$ cat src/tgt_pkg.sv
// Shared constants, types and codes for the touch gesture tracker.
package tgt_pkg;

  localparam int DISP_WIDTH  = 320;
  localparam int DISP_HEIGHT = 240;

  localparam int RAW_W      = 12;
  localparam int STAMP_W    = 23;
  localparam int DIV_W      = 16;
  localparam int HOLD_W     = 11;
  localparam int DELTA_W    = 13;
  localparam int DTIME_W    = 24;
  localparam int KIND_W     = 3;
  localparam int SCR_X_W    = 9;
  localparam int SCR_Y_W    = 8;
  localparam int CFG_IDX_W  = 3;
  localparam int CFG_DATA_W = 16;

  localparam int SIZE_MAX = (DISP_WIDTH > DISP_HEIGHT) ? DISP_WIDTH : DISP_HEIGHT;
  localparam int SIZE_W   = $clog2(SIZE_MAX + 1);
  localparam int NUM_W    = RAW_W + SIZE_W;
  localparam int DCNT_W   = $clog2(NUM_W + 1);

  localparam logic [HOLD_W-1:0] HOLD_SHORT = 11'd100;
  localparam logic [HOLD_W-1:0] HOLD_LONG  = 11'd1000;
  localparam logic [HOLD_W-1:0] HOLD_SAT   = 11'd2047;

  localparam logic [DIV_W-1:0]  TICK_SAT   = 16'hFFFF;

  localparam logic [RAW_W-1:0]  CAL_X_MIN_RST = 12'd240;
  localparam logic [RAW_W-1:0]  CAL_X_MAX_RST = 12'd3700;
  localparam logic [RAW_W-1:0]  CAL_Y_MIN_RST = 12'd3740;
  localparam logic [RAW_W-1:0]  CAL_Y_MAX_RST = 12'd300;

  typedef enum logic [KIND_W-1:0] {
    EV_DOWN    = 3'd0,
    EV_MOVE    = 3'd1,
    EV_HELD3S  = 3'd2,
    EV_HELD10S = 3'd3,
    EV_UP      = 3'd4
  } ev_kind_t;

  typedef enum logic [1:0] {
    PH_UP,
    PH_DOWN,
    PH_MOVING
  } phase_t;

  typedef enum logic [CFG_IDX_W-1:0] {
    CFG_SAMPLE_DIV = 3'd0,
    CFG_X_MIN      = 3'd1,
    CFG_X_MAX      = 3'd2,
    CFG_Y_MIN      = 3'd3,
    CFG_Y_MAX      = 3'd4
  } cfg_idx_t;

  typedef enum logic [2:0] {
    ST_IDLE,
    ST_MUL,
    ST_LOAD,
    ST_DIV,
    ST_OUT
  } seq_state_t;

endpackage

$ cat src/touch_gesture_tracker.sv
// Touch gesture tracker top level: prescaler, event state and scaling sequencer.
//
// Input channel (in_*): one item per tick with pen state, raw X/Y and stamp,
// accepted when in_valid is high and in_stall low. Only every sample_divider-th
// tick is a sample; a sample gives at most one event (down, move, held3s,
// held10s, up). Ticks that give no event are absorbed in the cycle of
// acceptance and the block is ready again at once.
// An event passes, per axis, through a multiply step, a divider load step and
// the shared restoring divider (21 quotient bits, one per cycle, plus the
// hand-over), then through the output step into the output register. An axis
// whose raw value lies at or beyond its zero end, or whose ends are equal, is
// finished in its multiply step and skips the divider. in_stall is high for
// that whole time, so no new tick is accepted until the event is registered.
// Result channel (out_*): out_valid holds with the payload until out_stall is
// low. A new tick is accepted while a result waits; the next event waits in
// its last step until the output register is free.
// Configuration (cfg_*): write enable, register index and data; write only
// while the block is idle.
// Reset (rst_n low, synchronous) restores the calibration defaults, clears the
// prescaler, phase and position history, and drops any pending result.
module touch_gesture_tracker (
  input  logic                                clk,
  input  logic                                rst_n,
  input  logic                                in_valid,
  output logic                                in_stall,
  input  logic                                in_pen_down,
  input  logic [tgt_pkg::RAW_W-1:0]           in_raw_x,
  input  logic [tgt_pkg::RAW_W-1:0]           in_raw_y,
  input  logic [tgt_pkg::STAMP_W-1:0]         in_stamp,
  output logic                                out_valid,
  input  logic                                out_stall,
  output logic [tgt_pkg::KIND_W-1:0]          out_event_kind,
  output logic [tgt_pkg::RAW_W-1:0]           out_pos_x,
  output logic [tgt_pkg::RAW_W-1:0]           out_pos_y,
  output logic signed [tgt_pkg::DELTA_W-1:0]  out_delta_x,
  output logic signed [tgt_pkg::DELTA_W-1:0]  out_delta_y,
  output logic signed [tgt_pkg::DTIME_W-1:0]  out_delta_time,
  output logic [tgt_pkg::STAMP_W-1:0]         out_event_stamp,
  output logic [tgt_pkg::SCR_X_W-1:0]         out_screen_x,
  output logic [tgt_pkg::SCR_Y_W-1:0]         out_screen_y,
  input  logic                                cfg_we,
  input  logic [tgt_pkg::CFG_IDX_W-1:0]       cfg_idx,
  input  logic [tgt_pkg::CFG_DATA_W-1:0]      cfg_data
);
  import tgt_pkg::*;

  seq_state_t state_r, state_nxt;
  phase_t     phase_r, phase_nxt;
  logic       axis_r, axis_nxt;

  logic [DIV_W-1:0]   div_r, div_nxt;
  logic [RAW_W-1:0]   x_min_r, x_min_nxt, x_max_r, x_max_nxt;
  logic [RAW_W-1:0]   y_min_r, y_min_nxt, y_max_r, y_max_nxt;

  logic [DIV_W-1:0]   tick_r, tick_nxt;
  logic [HOLD_W-1:0]  hold_r, hold_nxt;
  logic [RAW_W-1:0]   last_x_r, last_x_nxt, last_y_r, last_y_nxt;
  logic [STAMP_W-1:0] last_st_r, last_st_nxt;
  logic [RAW_W-1:0]   press_x_r, press_x_nxt, press_y_r, press_y_nxt;
  logic [STAMP_W-1:0] press_st_r, press_st_nxt;

  ev_kind_t                   ev_kind_r, ev_kind_nxt;
  logic [RAW_W-1:0]           ev_x_r, ev_x_nxt, ev_y_r, ev_y_nxt;
  logic signed [DELTA_W-1:0]  ev_dx_r, ev_dx_nxt, ev_dy_r, ev_dy_nxt;
  logic signed [DTIME_W-1:0]  ev_dt_r, ev_dt_nxt;
  logic [STAMP_W-1:0]         ev_st_r, ev_st_nxt;
  logic [SCR_X_W-1:0]         scr_x_r, scr_x_nxt;
  logic [SCR_Y_W-1:0]         scr_y_r, scr_y_nxt;

  logic [NUM_W-1:0]   prod_r, prod_nxt;
  logic [RAW_W-1:0]   dden_r, dden_nxt;

  logic                       out_valid_r, out_valid_nxt;
  logic [KIND_W-1:0]          o_kind_r, o_kind_nxt;
  logic [RAW_W-1:0]           o_x_r, o_x_nxt, o_y_r, o_y_nxt;
  logic signed [DELTA_W-1:0]  o_dx_r, o_dx_nxt, o_dy_r, o_dy_nxt;
  logic signed [DTIME_W-1:0]  o_dt_r, o_dt_nxt;
  logic [STAMP_W-1:0]         o_st_r, o_st_nxt;
  logic [SCR_X_W-1:0]         o_sx_r, o_sx_nxt;
  logic [SCR_Y_W-1:0]         o_sy_r, o_sy_nxt;

  logic                       accept;
  logic [DIV_W-1:0]           tick_inc;
  logic [HOLD_W-1:0]          hold_inc;
  logic [RAW_W-1:0]           raw_sel, lo_sel, hi_sel;
  logic [SIZE_W-1:0]          size_sel, size_m1;
  logic signed [RAW_W:0]      sdiff, sden;
  logic [RAW_W-1:0]           mag_diff, mag_den;
  logic [NUM_W-1:0]           res_val;
  logic                       res_we;
  logic                       div_start, div_done;
  logic [NUM_W-1:0]           div_quo;

  tgt_div u_div (
    .clk   (clk),
    .rst_n (rst_n),
    .start (div_start),
    .num   (prod_r),
    .den   (dden_r),
    .done  (div_done),
    .quo   (div_quo)
  );

  assign in_stall = (state_r != ST_IDLE);
  assign accept   = in_valid && !in_stall;
  assign tick_inc = (tick_r != TICK_SAT) ? tick_r + DIV_W'(1) : tick_r;
  assign hold_inc = (hold_r != HOLD_SAT) ? hold_r + HOLD_W'(1) : hold_r;

  assign raw_sel  = axis_r ? ev_y_r : ev_x_r;
  assign lo_sel   = axis_r ? y_min_r : x_min_r;
  assign hi_sel   = axis_r ? y_max_r : x_max_r;
  assign size_sel = axis_r ? SIZE_W'(DISP_HEIGHT) : SIZE_W'(DISP_WIDTH);
  assign size_m1  = size_sel - SIZE_W'(1);
  assign sdiff    = $signed({1'b0, raw_sel}) - $signed({1'b0, lo_sel});
  assign sden     = $signed({1'b0, hi_sel}) - $signed({1'b0, lo_sel});
  assign mag_diff = sdiff[RAW_W] ? RAW_W'(-sdiff) : sdiff[RAW_W-1:0];
  assign mag_den  = sden[RAW_W] ? RAW_W'(-sden) : sden[RAW_W-1:0];

  always_comb begin
    state_nxt    = state_r;
    phase_nxt    = phase_r;
    axis_nxt     = axis_r;
    div_nxt      = div_r;
    x_min_nxt    = x_min_r;
    x_max_nxt    = x_max_r;
    y_min_nxt    = y_min_r;
    y_max_nxt    = y_max_r;
    tick_nxt     = tick_r;
    hold_nxt     = hold_r;
    last_x_nxt   = last_x_r;
    last_y_nxt   = last_y_r;
    last_st_nxt  = last_st_r;
    press_x_nxt  = press_x_r;
    press_y_nxt  = press_y_r;
    press_st_nxt = press_st_r;
    ev_kind_nxt  = ev_kind_r;
    ev_x_nxt     = ev_x_r;
    ev_y_nxt     = ev_y_r;
    ev_dx_nxt    = ev_dx_r;
    ev_dy_nxt    = ev_dy_r;
    ev_dt_nxt    = ev_dt_r;
    ev_st_nxt    = ev_st_r;
    scr_x_nxt    = scr_x_r;
    scr_y_nxt    = scr_y_r;
    prod_nxt     = prod_r;
    dden_nxt     = dden_r;
    out_valid_nxt = out_valid_r && out_stall;
    o_kind_nxt   = o_kind_r;
    o_x_nxt      = o_x_r;
    o_y_nxt      = o_y_r;
    o_dx_nxt     = o_dx_r;
    o_dy_nxt     = o_dy_r;
    o_dt_nxt     = o_dt_r;
    o_st_nxt     = o_st_r;
    o_sx_nxt     = o_sx_r;
    o_sy_nxt     = o_sy_r;
    res_val      = '0;
    res_we       = 1'b0;
    div_start    = 1'b0;

    if (cfg_we) begin
      unique case (cfg_idx)
        CFG_SAMPLE_DIV: div_nxt   = cfg_data;
        CFG_X_MIN:      x_min_nxt = cfg_data[RAW_W-1:0];
        CFG_X_MAX:      x_max_nxt = cfg_data[RAW_W-1:0];
        CFG_Y_MIN:      y_min_nxt = cfg_data[RAW_W-1:0];
        CFG_Y_MAX:      y_max_nxt = cfg_data[RAW_W-1:0];
        default: ;
      endcase
    end

    unique case (state_r)
      ST_IDLE: begin
        if (accept) begin
          if (tick_inc < div_r) begin
            tick_nxt = tick_inc;
          end else begin
            tick_nxt = '0;
            if (in_pen_down && phase_r == PH_UP) begin
              press_x_nxt  = in_raw_x;
              press_y_nxt  = in_raw_y;
              press_st_nxt = in_stamp;
              hold_nxt     = '0;
              last_x_nxt   = in_raw_x;
              last_y_nxt   = in_raw_y;
              last_st_nxt  = in_stamp;
              phase_nxt    = PH_DOWN;
              ev_kind_nxt  = EV_DOWN;
              ev_x_nxt     = in_raw_x;
              ev_y_nxt     = in_raw_y;
              ev_dx_nxt    = '1;
              ev_dy_nxt    = '1;
              ev_dt_nxt    = '1;
              ev_st_nxt    = in_stamp;
              axis_nxt     = 1'b0;
              state_nxt    = ST_MUL;
            end else if (in_pen_down) begin
              hold_nxt = hold_inc;
              if (hold_inc < HOLD_SHORT) begin
                ev_kind_nxt = EV_MOVE;
              end else if (hold_inc > HOLD_LONG) begin
                ev_kind_nxt = EV_HELD10S;
              end else begin
                ev_kind_nxt = EV_HELD3S;
              end
              ev_x_nxt    = in_raw_x;
              ev_y_nxt    = in_raw_y;
              ev_dx_nxt   = $signed({1'b0, in_raw_x}) - $signed({1'b0, last_x_r});
              ev_dy_nxt   = $signed({1'b0, in_raw_y}) - $signed({1'b0, last_y_r});
              ev_dt_nxt   = $signed({1'b0, in_stamp - last_st_r});
              ev_st_nxt   = in_stamp;
              last_x_nxt  = in_raw_x;
              last_y_nxt  = in_raw_y;
              last_st_nxt = in_stamp;
              phase_nxt   = PH_MOVING;
              axis_nxt    = 1'b0;
              state_nxt   = ST_MUL;
            end else if (phase_r != PH_UP) begin
              phase_nxt   = PH_UP;
              ev_kind_nxt = EV_UP;
              ev_x_nxt    = last_x_r;
              ev_y_nxt    = last_y_r;
              ev_dx_nxt   = $signed({1'b0, last_x_r}) - $signed({1'b0, press_x_r});
              ev_dy_nxt   = $signed({1'b0, last_y_r}) - $signed({1'b0, press_y_r});
              ev_dt_nxt   = $signed({1'b0, last_st_r - press_st_r});
              ev_st_nxt   = last_st_r;
              axis_nxt    = 1'b0;
              state_nxt   = ST_MUL;
            end
          end
        end
      end
      ST_MUL: begin
        if (sden == '0) begin
          res_we  = 1'b1;
          res_val = (sdiff > 0) ? NUM_W'(size_m1) : '0;
        end else if (sdiff == '0 || sdiff[RAW_W] != sden[RAW_W]) begin
          res_we  = 1'b1;
          res_val = '0;
        end else begin
          prod_nxt  = NUM_W'(mag_diff * size_sel);
          dden_nxt  = mag_den;
          state_nxt = ST_LOAD;
        end
      end
      ST_LOAD: begin
        div_start = 1'b1;
        state_nxt = ST_DIV;
      end
      ST_DIV: begin
        if (div_done) begin
          res_we  = 1'b1;
          res_val = (div_quo >= NUM_W'(size_sel)) ? NUM_W'(size_m1) : div_quo;
        end
      end
      ST_OUT: begin
        if (!out_valid_r || !out_stall) begin
          out_valid_nxt = 1'b1;
          o_kind_nxt    = ev_kind_r;
          o_x_nxt       = ev_x_r;
          o_y_nxt       = ev_y_r;
          o_dx_nxt      = ev_dx_r;
          o_dy_nxt      = ev_dy_r;
          o_dt_nxt      = ev_dt_r;
          o_st_nxt      = ev_st_r;
          o_sx_nxt      = scr_x_r;
          o_sy_nxt      = scr_y_r;
          state_nxt     = ST_IDLE;
        end
      end
      default: state_nxt = ST_IDLE;
    endcase

    // finished axis: store and move on
    if (res_we) begin
      if (!axis_r) begin
        scr_x_nxt = res_val[SCR_X_W-1:0];
        axis_nxt  = 1'b1;
        state_nxt = ST_MUL;
      end else begin
        scr_y_nxt = res_val[SCR_Y_W-1:0];
        state_nxt = ST_OUT;
      end
    end
  end

  always_ff @(posedge clk) begin
    if (!rst_n) begin
      state_r     <= ST_IDLE;
      phase_r     <= PH_UP;
      axis_r      <= 1'b0;
      div_r       <= '0;
      x_min_r     <= CAL_X_MIN_RST;
      x_max_r     <= CAL_X_MAX_RST;
      y_min_r     <= CAL_Y_MIN_RST;
      y_max_r     <= CAL_Y_MAX_RST;
      tick_r      <= '0;
      hold_r      <= '0;
      last_x_r    <= '0;
      last_y_r    <= '0;
      last_st_r   <= '0;
      press_x_r   <= '0;
      press_y_r   <= '0;
      press_st_r  <= '0;
      out_valid_r <= 1'b0;
    end else begin
      state_r     <= state_nxt;
      phase_r     <= phase_nxt;
      axis_r      <= axis_nxt;
      div_r       <= div_nxt;
      x_min_r     <= x_min_nxt;
      x_max_r     <= x_max_nxt;
      y_min_r     <= y_min_nxt;
      y_max_r     <= y_max_nxt;
      tick_r      <= tick_nxt;
      hold_r      <= hold_nxt;
      last_x_r    <= last_x_nxt;
      last_y_r    <= last_y_nxt;
      last_st_r   <= last_st_nxt;
      press_x_r   <= press_x_nxt;
      press_y_r   <= press_y_nxt;
      press_st_r  <= press_st_nxt;
      out_valid_r <= out_valid_nxt;
    end
    ev_kind_r <= ev_kind_nxt;
    ev_x_r    <= ev_x_nxt;
    ev_y_r    <= ev_y_nxt;
    ev_dx_r   <= ev_dx_nxt;
    ev_dy_r   <= ev_dy_nxt;
    ev_dt_r   <= ev_dt_nxt;
    ev_st_r   <= ev_st_nxt;
    scr_x_r   <= scr_x_nxt;
    scr_y_r   <= scr_y_nxt;
    prod_r    <= prod_nxt;
    dden_r    <= dden_nxt;
    o_kind_r  <= o_kind_nxt;
    o_x_r     <= o_x_nxt;
    o_y_r     <= o_y_nxt;
    o_dx_r    <= o_dx_nxt;
    o_dy_r    <= o_dy_nxt;
    o_dt_r    <= o_dt_nxt;
    o_st_r    <= o_st_nxt;
    o_sx_r    <= o_sx_nxt;
    o_sy_r    <= o_sy_nxt;
  end

  assign out_valid       = out_valid_r;
  assign out_event_kind  = o_kind_r;
  assign out_pos_x       = o_x_r;
  assign out_pos_y       = o_y_r;
  assign out_delta_x     = o_dx_r;
  assign out_delta_y     = o_dy_r;
  assign out_delta_time  = o_dt_r;
  assign out_event_stamp = o_st_r;
  assign out_screen_x    = o_sx_r;
  assign out_screen_y    = o_sy_r;

endmodule

$ cat src/tgt_div.sv
// Shared restoring divider, one quotient bit per cycle.
module tgt_div (
  input  logic                       clk,
  input  logic                       rst_n,
  input  logic                       start,
  input  logic [tgt_pkg::NUM_W-1:0]  num,
  input  logic [tgt_pkg::RAW_W-1:0]  den,
  output logic                       done,
  output logic [tgt_pkg::NUM_W-1:0]  quo
);
  import tgt_pkg::*;

  logic              busy_r, busy_nxt;
  logic              done_r, done_nxt;
  logic [DCNT_W-1:0] cnt_r, cnt_nxt;
  logic [RAW_W-1:0]  rem_r, rem_nxt;
  logic [RAW_W-1:0]  den_r, den_nxt;
  logic [NUM_W-1:0]  quo_r, quo_nxt;
  logic [RAW_W:0]    trial;
  logic [RAW_W:0]    trial_sub;
  logic              fits;

  assign trial     = {rem_r, quo_r[NUM_W-1]};
  assign trial_sub = trial - {1'b0, den_r};
  assign fits      = (trial >= {1'b0, den_r});

  always_comb begin
    busy_nxt = busy_r;
    done_nxt = 1'b0;
    cnt_nxt  = cnt_r;
    rem_nxt  = rem_r;
    den_nxt  = den_r;
    quo_nxt  = quo_r;
    if (start) begin
      busy_nxt = 1'b1;
      cnt_nxt  = DCNT_W'(NUM_W);
      rem_nxt  = '0;
      den_nxt  = den;
      quo_nxt  = num;
    end else if (busy_r) begin
      rem_nxt = fits ? trial_sub[RAW_W-1:0] : trial[RAW_W-1:0];
      quo_nxt = {quo_r[NUM_W-2:0], fits};
      cnt_nxt = cnt_r - DCNT_W'(1);
      if (cnt_r == DCNT_W'(1)) begin
        busy_nxt = 1'b0;
        done_nxt = 1'b1;
      end
    end
  end

  always_ff @(posedge clk) begin
    if (!rst_n) begin
      busy_r <= 1'b0;
      done_r <= 1'b0;
      cnt_r  <= '0;
    end else begin
      busy_r <= busy_nxt;
      done_r <= done_nxt;
      cnt_r  <= cnt_nxt;
    end
    rem_r <= rem_nxt;
    den_r <= den_nxt;
    quo_r <= quo_nxt;
  end

  assign done = done_r;
  assign quo  = quo_r;

endmodule

$ cat config.mk
export PLATFORM = sky130hd
export DESIGN_NAME = touch_gesture_tracker
export DESIGN_NICKNAME = d
export VERILOG_FILES = /design/src/tgt_pkg.sv /design/src/touch_gesture_tracker.sv /design/src/tgt_div.sv
export SDC_FILE = /design/constraint.sdc
export NUM_CORES = 1
export LEC_CHECK = 0
export ABC_AREA = 1
export BUFFER_PORTS_ARGS = -buffer_cell sky130_fd_sc_hd__buf_2
export CORE_UTILIZATION = 61
export CTS_CLUSTER_DIAMETER = 40
export DETAILED_ROUTE_END_ITERATION = 16
export PLACE_DENSITY = 0.86
export SYNTH_ARGS = -nofsm -noshare
export SYNTH_HDL_FRONTEND = slang
export SYNTH_SLANG_ARGS = --single-unit
export TNS_END_PERCENT = 10
$ cat constraint.sdc
create_clock -name clk -period 8.2 [get_ports clk]
set_input_delay 1.64 -clock clk [delete_from_list [all_inputs] [get_ports clk]]
set_output_delay 1.64 -clock clk [all_outputs]
set_load 0.02 [all_outputs]
Word level (Yosys, flattened, before mapping)

Index checks and enable logic that the tools add are counted.

Mux-type cells: 79
Add/sub/neg operators: 15
Reductions and logical operators: 34
$mul: 1
Magnitude comparators: 6
Equal/unequal tests: 19
Bitwise operators: 6

Operators by type and width:

| cell                  | number |
|---|---|
| $mux 12               | 16 |
| $mux 23               | 5 |
| $sub 12x12->13        | 6 |
| $mux 13               | 4 |
| $mux 24               | 2 |
| $sub 23x23->23        | 2 |
| $mux 9                | 5 |
| $mux 21               | 2 |
| $mux 3                | 12 |
| $mux 11               | 3 |
| $mux 16               | 2 |
| $logic_not 13->1      | 2 |
| $neg 12->12           | 2 |
| $ge 21x9->1           | 1 |
| $mul 12x9->21         | 1 |
| $mux 1                | 19 |
| $pmux 9 s2            | 1 |
| $reduce_and 2->1      | 9 |
| $add 16x1->16 const B | 1 |
| $lt 16x16->1          | 1 |
| $ne 16x16->1 const B  | 1 |
| $ne 3x3->1 const B    | 5 |
| $pmux 3 s5            | 1 |
| $ge 13x12->1          | 1 |
| 31 further kinds      | 56 |

Bits in registers: 511
Word-level logic and storage cells: 204
Input port bits: 72
Output and inout port bits: 119

Depth between registers and ports, before layout

Gate-level depths: netlist of run 1.

Depth in word-level cells: 9
Depth in mapped cells: 38

Modules after synthesis

From an unflattened synthesis of run 1, not the netlist that was laid out.

Cell total of the unflattened synthesis: 3294
Area, all modules: 28182.0 µm²

By module, submodules not included:

| module                | area an instance (µm²) | cells each | times used |
|---|---|---|---|
| touch_gesture_tracker | 25222.9                | 2916       | 1 |
| tgt_div               | 2959.1                 | 378        | 1 |

Worst setup path after synthesis of run 1

Ideal clock, no wire load.

Path kind: input port to flip-flop
Start: input port out_stall
End: register o_dt_r[0], in the netlist out_delta_time[0], enable pin
Library setup time: 0.594 ns
Required time: 7.606 ns
Stages: 3
Buffers on the path: 0
Data arrival time: 6.601 ns
Setup slack: 1.005 ns
Path through: nand2_1 > inv_1 > nor2_1

Longest elaborated chain between the ends: 3

RTL lines:

| element                    | RTL line                     | source |
|---|---|---|
| start, declared            | touch_gesture_tracker.sv:31  | `input logic out_stall,` |
| $logic_not 1->1            | touch_gesture_tracker.sv:257 | `if (!out_valid_r \|\| !out_stall) begin` |
| $logic_or 1x1->1           | touch_gesture_tracker.sv:257 |  |
| $reduce_and 2->1 (no line) | --                           |  |
| end signal, assigned       | touch_gesture_tracker.sv:341 | `o_dt_r <= o_dt_nxt;` |
| end, declared              | touch_gesture_tracker.sv:77  | `logic signed [DTIME_W-1:0] o_dt_r, o_dt_nxt;` |

Every way passes these cells.
A chain may end at the register's enable or synchronous reset.

Worst setup path in the final report of run 1

Start: register axis_r
End: register prod_r[19] (data pin)

Longest elaborated chain between the ends: 5
Elaborated cells on any way between the ends: 7

RTL lines:

| element                    | RTL line                                                   | source |
|---|---|---|
| start, declared            | touch_gesture_tracker.sv:49                                | `logic axis_r, axis_nxt;` |
| start signal, assigned     | touch_gesture_tracker.sv:309                               | `axis_r <= axis_nxt;` |
| $mux 12 (on tied branches) | touch_gesture_tracker.sv:109, touch_gesture_tracker.sv:110 |  |
| $sub 12x12->13             | touch_gesture_tracker.sv:114                               | `assign sdiff = $signed({1'b0, raw_sel}) - $signed({1'b0, lo_sel});` |
| $neg 12->12                | touch_gesture_tracker.sv:116                               | `assign mag_diff = sdiff[RAW_W] ? RAW_W'(-sdiff) : sdiff[RAW_W-1:0];` |
| $mux 12                    | touch_gesture_tracker.sv:116                               |  |
| $mul 12x9->21 *            | touch_gesture_tracker.sv:241                               | `prod_nxt = NUM_W'(mag_diff * size_sel);` |
| end signal, assigned       | touch_gesture_tracker.sv:334                               | `prod_r <= prod_nxt;` |
| end, declared              | touch_gesture_tracker.sv:70                                | `logic [NUM_W-1:0] prod_r, prod_nxt;` |

Mark *: on every way between the ends. The rest lies on a longest branch, timed or not.

==> results.toml, run 1 <==
[timing]
tightestPinTransition_ns = 1.09
hold_viol = 0
rsz0062_at_grt = "no"
whs_ns = 0.412
period_needed_ns = 7.26
fin_tns_setup_ns = 0
finalClockSkew_ns = 0.0228
setup_slack_ns = 0.942
finalSetupViolCount = 0
slew_viol_final = 0
relSlewSlack_pct = 27.1
fin_crit_sh_pct = 88.5
fmax_ghz = 0.138

[critical_path]
critical_path_arrival_ns = 7.61
critical-path-slowest-cell = "fa_1"
worst_setup_path_end_kind = "flip-flop"
crit_path_max_fanout = 39
cp-start-kind = "flip-flop"
critical_path_class = "reg -> reg"
path_delay_family = "adder cells"
max_stage_delay_ns = 0.52
crit_buf_inv = 6
cp.required_ns = 8.56
r2r_setup_slack_ns = 0.94
reg2reg_to = "prod_r[19]$_DFFE_PP_"
r2r_start = "axis_r$_SDFF_PN0_"
r2r_cells = 33

[clock_tree]
cts.sinks = 507
clk_pin_slew_ns = 0.06
clk_latency_ns = 0.61
cts.repair.resized = 0
clockBufferDepth = 3
ctsHoldBuffers = 0
root_buffer = "clkbuf_16"
htree_num_levels = 3
cts_buffers = 66
cts_tree = "built"
cts_setup_buffers = 0

[finish]
area_growth_pct = 12.9
mostFrequentLayoutCells = "nand2_1, inv_1, o21ai_0, edfxtp_1, a21oi_1"
final_util_pct = 70.5
drive_above_1_share_pct = 11.4
final_common_cell = "nand2_1"
fin_nets = 3726
num-fill-cells = 3303
stdcell_area_um2 = 31500

[synthesis]
ys_seq_area_share_pct = 47.0
yosysWarnings = 0
synth.distinct_cells = 57
syn_nets = 3552
synthesis.area_um2 = 27900
async_flop_share_pct = 0
synth-seq-cells = 507
avgSynthCellArea_um2 = 8.60
yosys.area.top_type = "edfxtp_1"
synth-edff-count = 296
synthTopCellsByArea = "edfxtp_1, dfxtp_1, ha_1, nand2_1, inv_1"
ys.flop_type = "edfxtp_1"
synthCells = 3243
synth_top_area_share_pct = 31.9

[placed_design]
dp_hpwl_um = 49100
numPortBuffers = 190
dpl_cell_area_um2 = 29300
pre_cts_ws_ns = 1.02
gp_congestion = 0.962

[min_path]
min-delay-start = "dden_r[2]$_DFFE_PP_"
hold_class = "reg -> reg"
hold_depth = 0
holdPathEnd = "u_div.den_r[2]$_DFFE_PP_"

[floorplanning]
dieArea_um2 = 46600
rows = 77
core_area_um2 = 44700
die_w_um = 216
initial_core_util_pct = 62.4
io_pins = 191
fp.dieH_um = 216

[route]
wl_per_cell_um = 17.3
avgViaCountPerCell = 5.76
finalWirelength_um = 70200
drt-pass1-iter-count = 9
drtIter0Drc = 2727
via_count = 23400
drc = 0
ant_nets = 0

[run_status]
outcome = "finished clean"

[power]
ir_drop_v = 0.000376
leakage_uw = 0.0136
powerDensity_nw_per_um2 = 356

[flow_run]
drv_cap = 0

[grt]
grt_pass1_wl_um = 112000
grt_max_degree = 106
grt_pass1_vias = 21800
grt_usage_pct = 30.2
antenna_found_initial = 5
grt.overflow.total = 0
where the power goes:
| part | internal (uW) | switching (uW) |
|---|---|---|
| Combinational | 1800 | 3060 |
| Clock | 1710 | 1150 |
| Sequential | 3320 | 183 |
state kept, by name, indices dropped and copies added, names as in the netlist, 13 cells and up:
| register | flops |
|---|---|
| div_r | 16 |
| ev_dt_r | 24 |
| ev_dx_r | 13 |
| ev_dy_r | 13 |
| ev_st_r | 23 |
| last_st_r | 23 |
| out_delta_time | 24 |
| out_delta_x | 13 |
| out_delta_y | 13 |
| out_event_stamp | 23 |
| press_st_r | 23 |
| prod_r | 17 |
| tick_r | 16 |
| u_div.quo | 21 |
cell type report:
type | instances | area, um2 | share of cell area, %
Multi-Input combinational cell | 2201 | 12700 | 40.4
Sequential cell | 507 | 13100 | 41.6
Clock buffer | 78 | 1740 | 5.52
Antenna cell | 4 | 10.0 | 0.0318
Tap cell | 592 | 741 | 2.35
Clock inverter | 42 | 448 | 1.42
Inverter | 430 | 1620 | 5.13
Timing Repair Buffer | 211 | 1110 | 3.54
through the flow:
stage / std cells / power [uW]
floorplan: 3243 / 7120
global placement: 3941 / 8020
detailed placement: 3941 / 8220
CTS: 4061 / 11200
global route: 4064 / 12000
finish: 4065 / 11200
worst register-to-register path: cells and delay by family (launching register included):
kind	cells	cell delay, ns
AOI/OAI and AO/OA	10	1.82
xor gates and xnor gates	2	0.25
adders and majority gates	7	2.58
buffers and inverters	6	0.98
DFF	1	0.39
and+or+nand+nor	8	1.02
logic make-up (layout without fill, tap and decap cells):
kind of cell             Yosys count  count (layout)  synth area share (%)
adder cells (fa/ha/maj)          237             237                  11.4
buffers and inverters            535             761                  7.49
XOR/XNOR                          83              83                  2.61
AO/OA/AOI/OAI                    701             701                  13.7
flip-flops                       507             507                  47.0
other                              0               4                     0
multiplexers                      10              10                 0.359
AND/OR/NAND/NOR                 1170            1170                  17.4
cells in the mapped netlist, drive strengths merged (3+ instances only):
master   instances
nand2          687
inv            426
o21ai          309
a21oi          297
edfxtp         296
nor2           261
dfxtp          211
ha             208
nand3          119
clkbuf          83
xor2            56
nor3            45
fa              29
xnor2           27
nand4           24
buf             22
or2             20
o21bai          15
o211ai          12
a31oi           10
mux2i           10
nor4            10
a211oi           9
o22ai            8
a21o             6
a22oi            6
clkinv           4
o2111ai          4
o21a             4
o31ai            4
nand3b           3
o221ai           3
worst max-delay path by stage:
| stage | start | endpoint | depth (start not counted) |
|---|---|---|---|
| floorplan | out_stall | out_delta_time[0]$_DFFE_PP_ | 3 |
| global placement | axis_r$_SDFF_PN0_ | prod_r[19]$_DFFE_PP_ | 33 |
| detailed placement | axis_r$_SDFF_PN0_ | prod_r[19]$_DFFE_PP_ | 33 |
| CTS | axis_r$_SDFF_PN0_ | prod_r[19]$_DFFE_PP_ | 33 |
| global route | axis_r$_SDFF_PN0_ | prod_r[19]$_DFFE_PP_ | 33 |
| finish | axis_r$_SDFF_PN0_ | prod_r[19]$_DFFE_PP_ | 33 |
metal layers:
layer | part of all wire, % | track usage [%] | routed length [um] | up-vias
met4 | 3.5 | 11.7 | 2480 | 4
met3 | 8.5 | 5.79 | 5960 | 191
met1 | 42 | 40.9 | 29600 | 10900
met2 | 46 | 47.8 | 32200 | 1092
met5 | 0.044 | 0 | 31 | -
li1 | - | - | - | 11200
No activity file was read; power rests on OpenSTA's default activity.
==> inputs of run 2 (changes only) <==
CORE_UTILIZATION = 45   (was 61)
PLACE_DENSITY = 0.68   (was 0.86)
==> run 2 against run 1 <==
Against the previous run: register-to-register slack about the same; sequential power barely moved; combinational power is 4.3% lower; sequential share of layout area decreased by 1.1 points; fmax about the same; total power grew 3.4%; critical endpoint unchanged; sequential cell count stayed put; clock skew increased by 0.0040 ns; clock-buffer cell count increased by 17; worst setup slack better by 0.0041 ns; critical path type unchanged; clock power rose by 21%.
==> results.toml, run 2 (same netlist as run 1, synthesis figures left out) <==
[clock_tree]
htree_num_levels = 3
cts.sinks = 507
root_buffer = "clkbuf_16"
cts_tree = "built"
clk_pin_slew_ns = 0.06
clk_latency_ns = 0.63
ctsHoldBuffers = 0
cts.repair.resized = 0
cts_setup_buffers = 0
clockBufferDepth = 3
cts_buffers = 81

[route]
drt-pass1-iter-count = 8
drc = 0
avgViaCountPerCell = 5.20
finalWirelength_um = 68900
wl_per_cell_um = 16.1
drtIter0Drc = 1481
ant_nets = 0
via_count = 22300

[finish]
area_growth_pct = 16.0
final_util_pct = 53.2
mostFrequentLayoutCells = "nand2_1, inv_1, o21ai_0, edfxtp_1, a21oi_1"
final_common_cell = "nand2_1"
drive_above_1_share_pct = 12.3
fin_nets = 3739

[power]
ir_drop_v = 0.000327
leakage_uw = 0.0139
powerDensity_nw_per_um2 = 359

[timing]
finalSetupViolCount = 0
tightestPinTransition_ns = 1.07
fin_tns_setup_ns = 0
period_needed_ns = 7.25
fin_crit_sh_pct = 88.5
relSlewSlack_pct = 28.8
slew_viol_final = 0
fmax_ghz = 0.138
finalClockSkew_ns = 0.0268
rsz0062_at_grt = "no"
hold_viol = 0

[grt]
grt_max_degree = 110
antenna_found_initial = 13
grt.overflow.total = 0
grt_usage_pct = 21.7
grt_pass1_wl_um = 109000
grt_pass1_vias = 20700

[floorplanning]
initial_core_util_pct = 45.9
die_w_um = 251
rows = 90
fp.dieH_um = 251
dieArea_um2 = 63000
core_area_um2 = 60800
io_pins = 191

[critical_path]
r2r_cells = 29
r2r_setup_slack_ns = 0.95
critical_path_arrival_ns = 7.62
reg2reg_to = "prod_r[19]$_DFFE_PP_"
cp-start-kind = "flip-flop"
critical-path-slowest-cell = "buf_4"
worst_setup_path_end_kind = "flip-flop"
r2r_start = "axis_r$_SDFF_PN0_"
cp.required_ns = 8.57
critical_path_class = "reg -> reg"
max_stage_delay_ns = 0.54
crit_path_max_fanout = 58

[min_path]
holdPathEnd = "out_delta_x[12]$_DFFE_PP_"
hold_depth = 0
hold_class = "reg -> reg"
min-delay-start = "ev_dx_r[12]$_SDFFCE_PP1P_"

[placed_design]
dp_hpwl_um = 49300
gp_congestion = 0.908
numPortBuffers = 190

[run_status]
outcome = "finished clean"

[flow_run]
drv_cap = 0
[run 2: cell count changes in the layout (fill, tap and decap cells not counted), moves of 3 or more]
cell / delta
clkinv_2: -4
buf_4: -3
clkinv_1: -5
inv_6: +5
clkbuf_8: +3
inv_8: +7
clkbuf_16: +14
clkinvlp_4: +4
[run 2: how the worst max path moves through the flow]
| stage | slack, ns | to | startpoint |
|---|---|---|---|
| detailed placement | 1.05 | prod_r[19]$_DFFE_PP_ | axis_r$_SDFF_PN0_ |
| finish | 0.95 | prod_r[19]$_DFFE_PP_ | axis_r$_SDFF_PN0_ |
| global placement | 1.17 | prod_r[19]$_DFFE_PP_ | axis_r$_SDFF_PN0_ |
| global route | 0.41 | prod_r[19]$_DFFE_PP_ | axis_r$_SDFF_PN0_ |
| floorplan | 1.01 | out_delta_time[0]$_DFFE_PP_ | out_stall |
| CTS | 1.0 | prod_r[19]$_DFFE_PP_ | axis_r$_SDFF_PN0_ |
[run 2: area by class of cell]
class | instances | area [um2]
tap | 782 | 978
clock buffer | 95 | 2130
sequential | 507 | 13100
fill | 5631 | 28400
inverter | 430 | 1620
multi-input combinational | 2201 | 12700
timing repair buffer | 209 | 1110
antenna | 5 | 12.5
clock inverter | 57 | 686
[run 2: power breakdown]
| group | internal (uW) | leakage (uW) | switching [uW] |
|---|---|---|---|
| Combinational | 1760 | 0.00814 | 2890 |
| Sequential | 3320 | 0.00439 | 181 |
| Clock | 2080 | 0.00136 | 1370 |
| Total | 7160 | 0.0139 | 4440 |
[run 2: metal layers]
layer	wire (um)	GRT usage, %
met2	31600	35.2
met3	4070	4.28
met1	31400	28.9
met5	50	0
met4	1770	7.25
[run 2: critical path, delay by kind of cell, from the launching register on]
kind                       cells  cell delay (ns)
adders and majority gates      6             2.47
AOI/OAI and AO/OA             10             2.04
and+or+nand+nor                7             0.96
buffers and inverters          4             0.94
DFF                            1             0.32
xor gates and xnor gates       2             0.26
[run 2: through the flow]
| step | instance area, um2 | hold WS (ns) | std cells | total power (uW) | worst slack (ns) |
|---|---|---|---|---|---|
| after floorplan | 27900 | 0.400 | 3243 | 7120 | 1.01 |
| after global placement | 29500 | 0.401 | 4129 | 8120 | 1.17 |
| after detailed placement | 29500 | 0.405 | 4129 | 8160 | 1.05 |
| after CTS | 32300 | 0.412 | 4281 | 11700 | 0.999 |
| after global routing | 32400 | 0.407 | 4284 | 12500 | 0.407 |
| final | 32400 | 0.413 | 4286 | 11600 | 0.946 |
